===== src/hw/rtl/ssq_pkg.sv =====
// Shared types and constants for the switchable stack/queue block.
// Used by ssq_ram and switchable_stack_queue; depends on nothing.
package ssq_pkg;

  localparam int BYTE_W = 8;
  localparam int FILL_W = 7;

  typedef enum logic [1:0] {
    KIND_WRITE = 2'd0,
    KIND_READ  = 2'd1,
    KIND_MODE  = 2'd2,
    KIND_NONE  = 2'd3
  } kind_t;

  typedef enum logic [1:0] {
    ST_OK      = 2'd0,
    ST_FULL    = 2'd1,
    ST_EMPTY   = 2'd2,
    ST_REFUSED = 2'd3
  } status_t;

  typedef logic [BYTE_W-1:0] byte_t;

endpackage


===== src/hw/rtl/switchable_stack_queue.sv =====
// Top level of the switchable stack/queue: ring pointer control and output register.
// Depends on ssq_pkg and ssq_ram.
//
// A byte store of DEPTH entries that behaves as a FIFO queue (mode 0, the
// reset mode) or as a LIFO stack (mode 1). Every request returns exactly one
// result carrying the removed byte (zero unless a read succeeded), a status
// and the fill count after the request. A write to a full store is dropped
// with status 1, a read of an empty store returns status 2, and a mode change
// is taken only while the store is empty and is refused with status 3
// otherwise. Kind three is ignored and returns status 0. The bytes live in a
// ring held in a synchronous memory with registered read data; head and
// count registers locate the oldest and newest entries. After a successful
// read, the next request waits until the memory read data has been placed
// in the output register. The result sits in an output register, so a new
// request is taken while the previous result is still waiting as long as the
// downstream side takes it in the same cycle. The fill count port is seven
// bits wide and wraps if DEPTH exceeds 127. No clearing pass is needed after
// reset, since no read can reach an entry that has not been written.
module switchable_stack_queue
  import ssq_pkg::*;
#(
  parameter int DEPTH = 64
) (
  input  logic        clk,
  input  logic        rst,
  // Request channel.
  input  logic        s_tvalid,
  output logic        s_tready,
  input  logic [15:0] s_tdata,  // [7:0] write_byte, [8] requested_mode, rest zero
  input  logic [1:0]  s_tuser,  // [1:0] kind
  // Result channel.
  output logic        m_tvalid,
  input  logic        m_tready,
  output logic [15:0] m_tdata,  // [7:0] read_byte, [14:8] fill_count, rest zero
  output logic [1:0]  m_tuser   // [1:0] status
);

  localparam int AW = (DEPTH > 1) ? $clog2(DEPTH) : 1;
  localparam int CW = $clog2(DEPTH + 1);
  localparam logic [AW:0]   DEPTH_S = (AW + 1)'(DEPTH);
  localparam logic [CW-1:0] DEPTH_C = CW'(DEPTH);

  // Wrap a ring sum that is known to stay below twice DEPTH.
  function automatic logic [AW-1:0] ring_wrap(input logic [AW:0] s);
    logic [AW:0] r;
    r = (s >= DEPTH_S) ? (s - DEPTH_S) : s;
    return r[AW-1:0];
  endfunction

  // Control state.
  logic          stack_mode;
  logic [CW-1:0] count;
  logic [AW-1:0] head;
  logic          pend;

  // Output register.
  byte_t             rbyte;
  status_t           status;
  logic [FILL_W-1:0] fill;

  // Request fields.
  kind_t kind;
  byte_t wbyte;
  logic  req_mode;

  assign kind     = kind_t'(s_tuser);
  assign wbyte    = s_tdata[BYTE_W-1:0];
  assign req_mode = s_tdata[BYTE_W];

  logic accept;
  assign s_tready = !pend && (!m_tvalid || m_tready);
  assign accept   = s_tvalid && s_tready;

  // Decode of the accepted request.
  logic          full, empty;
  logic          do_write, do_read;
  logic [AW-1:0] tail_pos, top_pos, head_inc, rd_pos;
  logic [CW-1:0] count_next;
  logic [AW-1:0] head_next;
  logic          mode_next;
  status_t       status_next;

  assign full  = (count == DEPTH_C);
  assign empty = (count == '0);

  // Offsets below are only used when they lie under DEPTH, so AW bits suffice.
  assign tail_pos = ring_wrap({1'b0, head} + {1'b0, count[AW-1:0]});
  assign top_pos  = ring_wrap({1'b0, head} + {1'b0, AW'(count - CW'(1))});
  assign head_inc = ring_wrap({1'b0, head} + (AW + 1)'(1));
  assign rd_pos   = stack_mode ? top_pos : head;

  always_comb begin
    do_write    = 1'b0;
    do_read     = 1'b0;
    count_next  = count;
    head_next   = head;
    mode_next   = stack_mode;
    status_next = ST_OK;
    case (kind)
      KIND_WRITE: begin
        if (full) begin
          status_next = ST_FULL;
        end else begin
          do_write   = 1'b1;
          count_next = count + CW'(1);
        end
      end
      KIND_READ: begin
        if (empty) begin
          status_next = ST_EMPTY;
        end else begin
          do_read    = 1'b1;
          count_next = count - CW'(1);
          if (!stack_mode) begin
            head_next = head_inc;
          end
        end
      end
      KIND_MODE: begin
        if (empty) begin
          mode_next = req_mode;
        end else begin
          status_next = ST_REFUSED;
        end
      end
      default: begin
      end
    endcase
  end

  byte_t rdata;

  ssq_ram #(
    .DEPTH (DEPTH),
    .AW    (AW)
  ) u_ram (
    .clk   (clk),
    .we    (accept && do_write),
    .waddr (tail_pos),
    .wdata (wbyte),
    .re    (accept && do_read),
    .raddr (rd_pos),
    .rdata (rdata)
  );

  // Pointer and mode registers.
  always_ff @(posedge clk) begin
    if (rst) begin
      count      <= '0;
      head       <= '0;
      stack_mode <= 1'b0;
      pend       <= 1'b0;
    end else begin
      pend <= accept && do_read;
      if (accept) begin
        count      <= count_next;
        head       <= head_next;
        stack_mode <= mode_next;
      end
    end
  end

  // Result valid: raised at the accepting edge for most requests; a read waits
  // in the pend state until the memory data has been captured before raising it.
  always_ff @(posedge clk) begin
    if (rst) begin
      m_tvalid <= 1'b0;
    end else if (accept) begin
      m_tvalid <= !do_read;
    end else if (pend) begin
      m_tvalid <= 1'b1;
    end else if (m_tready) begin
      m_tvalid <= 1'b0;
    end
  end

  always_ff @(posedge clk) begin
    if (accept) begin
      rbyte  <= '0;
      status <= status_next;
      fill   <= FILL_W'(count_next);
    end else if (pend) begin
      rbyte <= rdata;
    end
  end

  assign m_tdata = {1'b0, fill, rbyte};
  assign m_tuser = status;

endmodule


===== src/hw/rtl/ssq_ram.sv =====
// Byte storage of the switchable stack/queue: one write port and one read port,
// read data registered. Depends on ssq_pkg.
module ssq_ram
  import ssq_pkg::*;
#(
  parameter int DEPTH = 64,
  parameter int AW    = 6
) (
  input  logic          clk,
  input  logic          we,
  input  logic [AW-1:0] waddr,
  input  byte_t         wdata,
  input  logic          re,
  input  logic [AW-1:0] raddr,
  output byte_t         rdata
);

  byte_t mem [DEPTH];

  always_ff @(posedge clk) begin
    if (we) begin
      mem[waddr] <= wdata;
    end
  end

  always_ff @(posedge clk) begin
    if (re) begin
      rdata <= mem[raddr];
    end
  end

endmodule

===== config.mk =====
export PLATFORM = sky130hd
export DESIGN_NAME = switchable_stack_queue
export DESIGN_NICKNAME = d
export VERILOG_FILES = /design/src/hw/rtl/ssq_pkg.sv /design/src/hw/rtl/switchable_stack_queue.sv /design/src/hw/rtl/ssq_ram.sv
export SDC_FILE = /design/constraint.sdc
export NUM_CORES = 1
export LEC_CHECK = 0
export ABC_AREA = 1
export BUFFER_PORTS_ARGS = -buffer_cell sky130_fd_sc_hd__clkbuf_2
export CAP_MARGIN = 10
export CORE_MARGIN = 10
export CORE_UTILIZATION = 35
export DETAILED_ROUTE_END_ITERATION = 16
export SLEW_MARGIN = 10
export SYNTH_ARGS = -nofsm -noshare
export SYNTH_HDL_FRONTEND = slang
export SYNTH_SLANG_ARGS = --single-unit

===== constraint.sdc =====
create_clock -name clk -period 3.73 [get_ports clk]
set_input_delay 0.373 -clock clk [delete_from_list [all_inputs] [get_ports clk]]
set_output_delay 0.373 -clock clk [all_outputs]
set_load 0.1 [all_outputs]

==> impl_metrics.tcl <==
set metrics [dict create \
    syn_area_sq_um 24590 \
    cp_top_family "simple AND/OR/NAND/NOR gates" \
    reg2regPathDepth 16 \
    yosysWarnings 0 \
    portBuffers 33 \
    cts.sinks 553 \
    core_sq_um 69790 \
    hold_path_class "input port to flop" \
    finalCriticalPeriod_ns 3.363 \
    cp.depth 16 \
    r2r-end "u_ram.rdata[2]" \
    p_leak_nw 11.05 \
    final_max_slew_viol_count 0 \
    finalSetupViolCount 0 \
    slew_headroom 0.2314 \
    wl_um 63430 \
    cp.arrival_ns 3.74 \
    globalplace.congestion 0.8498 \
    path_clk_slew_ns 0.06 \
    area_growth_pct 14.20 \
    p_per_area_nw_per_um2 491.7 \
    cts-htree-levels 2 \
    grt_pass1_vias 16706 \
    whs_ns 0.05628 \
    post_cts_resized 0 \
    grt_max_degree 130 \
    worst_pin_slew_ns 1.153 \
    fp.dieH_um 285.1 \
    grt_setup_unrepaired "no" \
    yosys_most_used_dff "edfxtp_1" \
    hp-start "s_tdata[8]" \
    firstDrtPassIters 6 \
    vias_per_cell 5.008 \
    grt_overflow 0 \
    worstSetupPathType "flop to flop" \
    synth_seq_area_share 0.6655 \
    dieWidth_um 285.1 \
    vias 17026 \
    clock_skew_ns 0.03089 \
    syn_area_per_cell_sq_um 10.51 \
    antenna_found_initial 0 \
    finalHoldViolCount 0 \
    min_to "stack_mode" \
    finalCritPeriodShare 0.9017 \
    dp_slack_ns 0.4616 \
    reg2reg_slack_ns 0.37 \
    critPathLaunchType "flop" \
    cp_slowest_stage_delay_ns 0.43 \
    track_usage 0.1531 \
    cts-root-buf "clkbuf_16" \
    final_util 0.4024 \
    cts_buffers 56 \
    rows 97 \
    wl_per_cell_um 18.66 \
    hold_buffers 1 \
    rr_startpoint "count[0]" \
    maxCapViolations 0 \
    clk_latency_ns 0.62 \
    grt_pass1_wl_um 98430 \
    end_kind "flop" \
    path_buf_inv 2 \
    synth_edf_count 529 \
    clk_path_buf_depth 3 \
    synth_common_cells "595 x nand3_1, 542 x nand2_1, 529 x edfxtp_1, 278 x inv_1, 92 x nor2_1" \
    diodes 0 \
    hold_depth 3 \
    final_nets 2450 \
    status "finished clean" \
    fillCellCount 6564 \
    synth_area_leaders "edfxtp_1 65%, nand3_1 12%, nand2_1 8.3%, inv_1 4.2%, dfxtp_1 2.0%" \
    synth_cell_types 34 \
    synth_fp_nets 2376 \
    initial_core_util 0.3524 \
    yosysMostFrequentCell "nand3_1" \
    path_cells "inv_1 -> ha_1 -> xor2_1 -> ha_1 -> nand2_1 -> nand2_1 -> nand2_1 -> nand2_1 -> nand2_1 -> nand3_1 -> nand2_2 -> inv_1 -> nand3_1 -> nand2_1 -> nand2_1 -> nand2_1" \
    cts_tree "yes" \
    synthCells 2339 \
    synth_top_area_frac 0.6460 \
    synth_top_cell_by_area "edfxtp_1" \
    setup-tns-final_ns 0 \
    cp_common_cell "nand2_1" \
    async_flop_share 0 \
    drtIter0Drc 1617 \
    critical_path.slowest_cell "dfxtp_1" \
    ant_nets 0 \
    dp_hpwl_um 38410 \
    critPathMaxFanout 17 \
    max_freq_mhz 297.3 \
    drive_above_1_share 0.1028 \
    ys_seq_elements 553 \
    peakVddDrop_mv 0.3304 \
    cts_setup_buffers 0 \
    critical_path_required_ns 4.10 \
    worst_slack_ns 0.3665 \
    drc 0 \
    io_pins 42 \
    dieArea_sq_um 81260 \
]
==> logic make-up after synthesis <==
logic type               Yosys count  share of synthesized area
multiplexers                       8                   0.003664
flip-flops                       553                     0.6655
AO/OA/AOI/OAI                     42                   0.009922
buffers and inverters            414                    0.07068
AND/OR/NAND/NOR                 1290                     0.2361
other                              1                  0.0001525
adder cells (fa/ha/maj)           15                   0.008243
XOR/XNOR                          16                   0.005699
==> worst max-delay path by stage <==
stage | endpoint | start | slack [ns]
detailed placement | u_ram.rdata[2] | count[1] | 0.46
global placement | u_ram.rdata[2] | count[0] | 0.49
finish | u_ram.rdata[2] | count[0] | 0.37
floorplan | u_ram.mem[0][0] | m_tvalid | 0.21
global route | u_ram.rdata[2] | count[1] | 0.08
CTS | u_ram.rdata[2] | count[1] | 0.47
==> state kept, by name (all words and copies together) (netlist names) <==
signal       cells
fill             7
rbyte            8
u_ram.rdata      8
pend             1
stack_mode       1
m_tvalid         1
m_tuser          2
count            7
head             6
u_ram.mem      512
==> layout by cell type (no fill, tap or decap), types with 5 or more instances in the layout <==
| master | instances |
|---|---|
| mux2_2 | 8 |
| clkinv_1 | 17 |
| clkinv_2 | 13 |
| xnor2_1 | 5 |
| o21ai_0 | 15 |
| nand2_2 | 5 |
| clkbuf_2 | 33 |
| a21oi_1 | 15 |
| edfxtp_1 | 529 |
| clkbuf_16 | 56 |
| nand2_4 | 5 |
| nand4_1 | 5 |
| bufinv_16 | 6 |
| nand3_1 | 595 |
| nand2_1 | 537 |
| dfxtp_1 | 24 |
| nand3b_1 | 47 |
| nor2_1 | 92 |
| inv_1 | 278 |
| buf_4 | 103 |
| buf_12 | 11 |
| clkbuf_1 | 8 |
| ha_1 | 13 |
| xor2_1 | 11 |
| o211ai_1 | 5 |
==> worst register-to-register path, stage by stage, from the launching register on <==
cell and delay, ns:
dfxtp_1 0.43, inv_1 0.14, ha_1 0.26, xor2_1 0.24, ha_1 0.33, nand2_1 0.13
nand2_1 0.07, nand2_1 0.08, nand2_1 0.06, nand2_1 0.05, nand3_1 0.08, nand2_2 0.36
inv_1 0.39, nand3_1 0.26, nand2_1 0.08, nand2_1 0.10, nand2_1 0.08
==> area by class of cell <==
| type | count | area (sq um) | area share |
|---|---|---|---|
| sequential | 553 | 16370 | 0.5828 |
| tap | 940 | 1176 | 0.04188 |
| timing repair buffer | 148 | 1169 | 0.04162 |
| inverter | 282 | 1061 | 0.03778 |
| clock buffer | 64 | 1431 | 0.05097 |
| multi-input combinational | 1372 | 6519 | 0.2321 |
| clock inverter | 41 | 359.1 | 0.01279 |
==> layer usage <==
layer | up-vias | routed length (um) | GRT usage
met4 | 0 | 1667 | 0.04764
li1 | 8092 | - | -
met2 | 577 | 30520 | 0.2552
met1 | 8260 | 27080 | 0.2030
met3 | 97 | 4166 | 0.02314
met5 | - | 0 | 0
==> per-stage QoR <==
step	total power, mW	instances	cell area [sq um]
final	13.81	3400	28080
after global routing	14.29	3400	28080
after CTS	13.92	3400	28080
after detailed placement	8.411	3294	26280
after global placement	8.387	3294	26280
after floorplan	7.940	2339	24590
==> power breakdown <==
group | total, mW | switching (mW) | internal [mW]
logic | 1.40 | 1.03 | 0.367
registers | 6.88 | 0.0323 | 6.85
clock network | 5.52 | 2.36 | 3.16
total | 13.8 | 3.43 | 10.4
(Power assumes the default switching activity.)
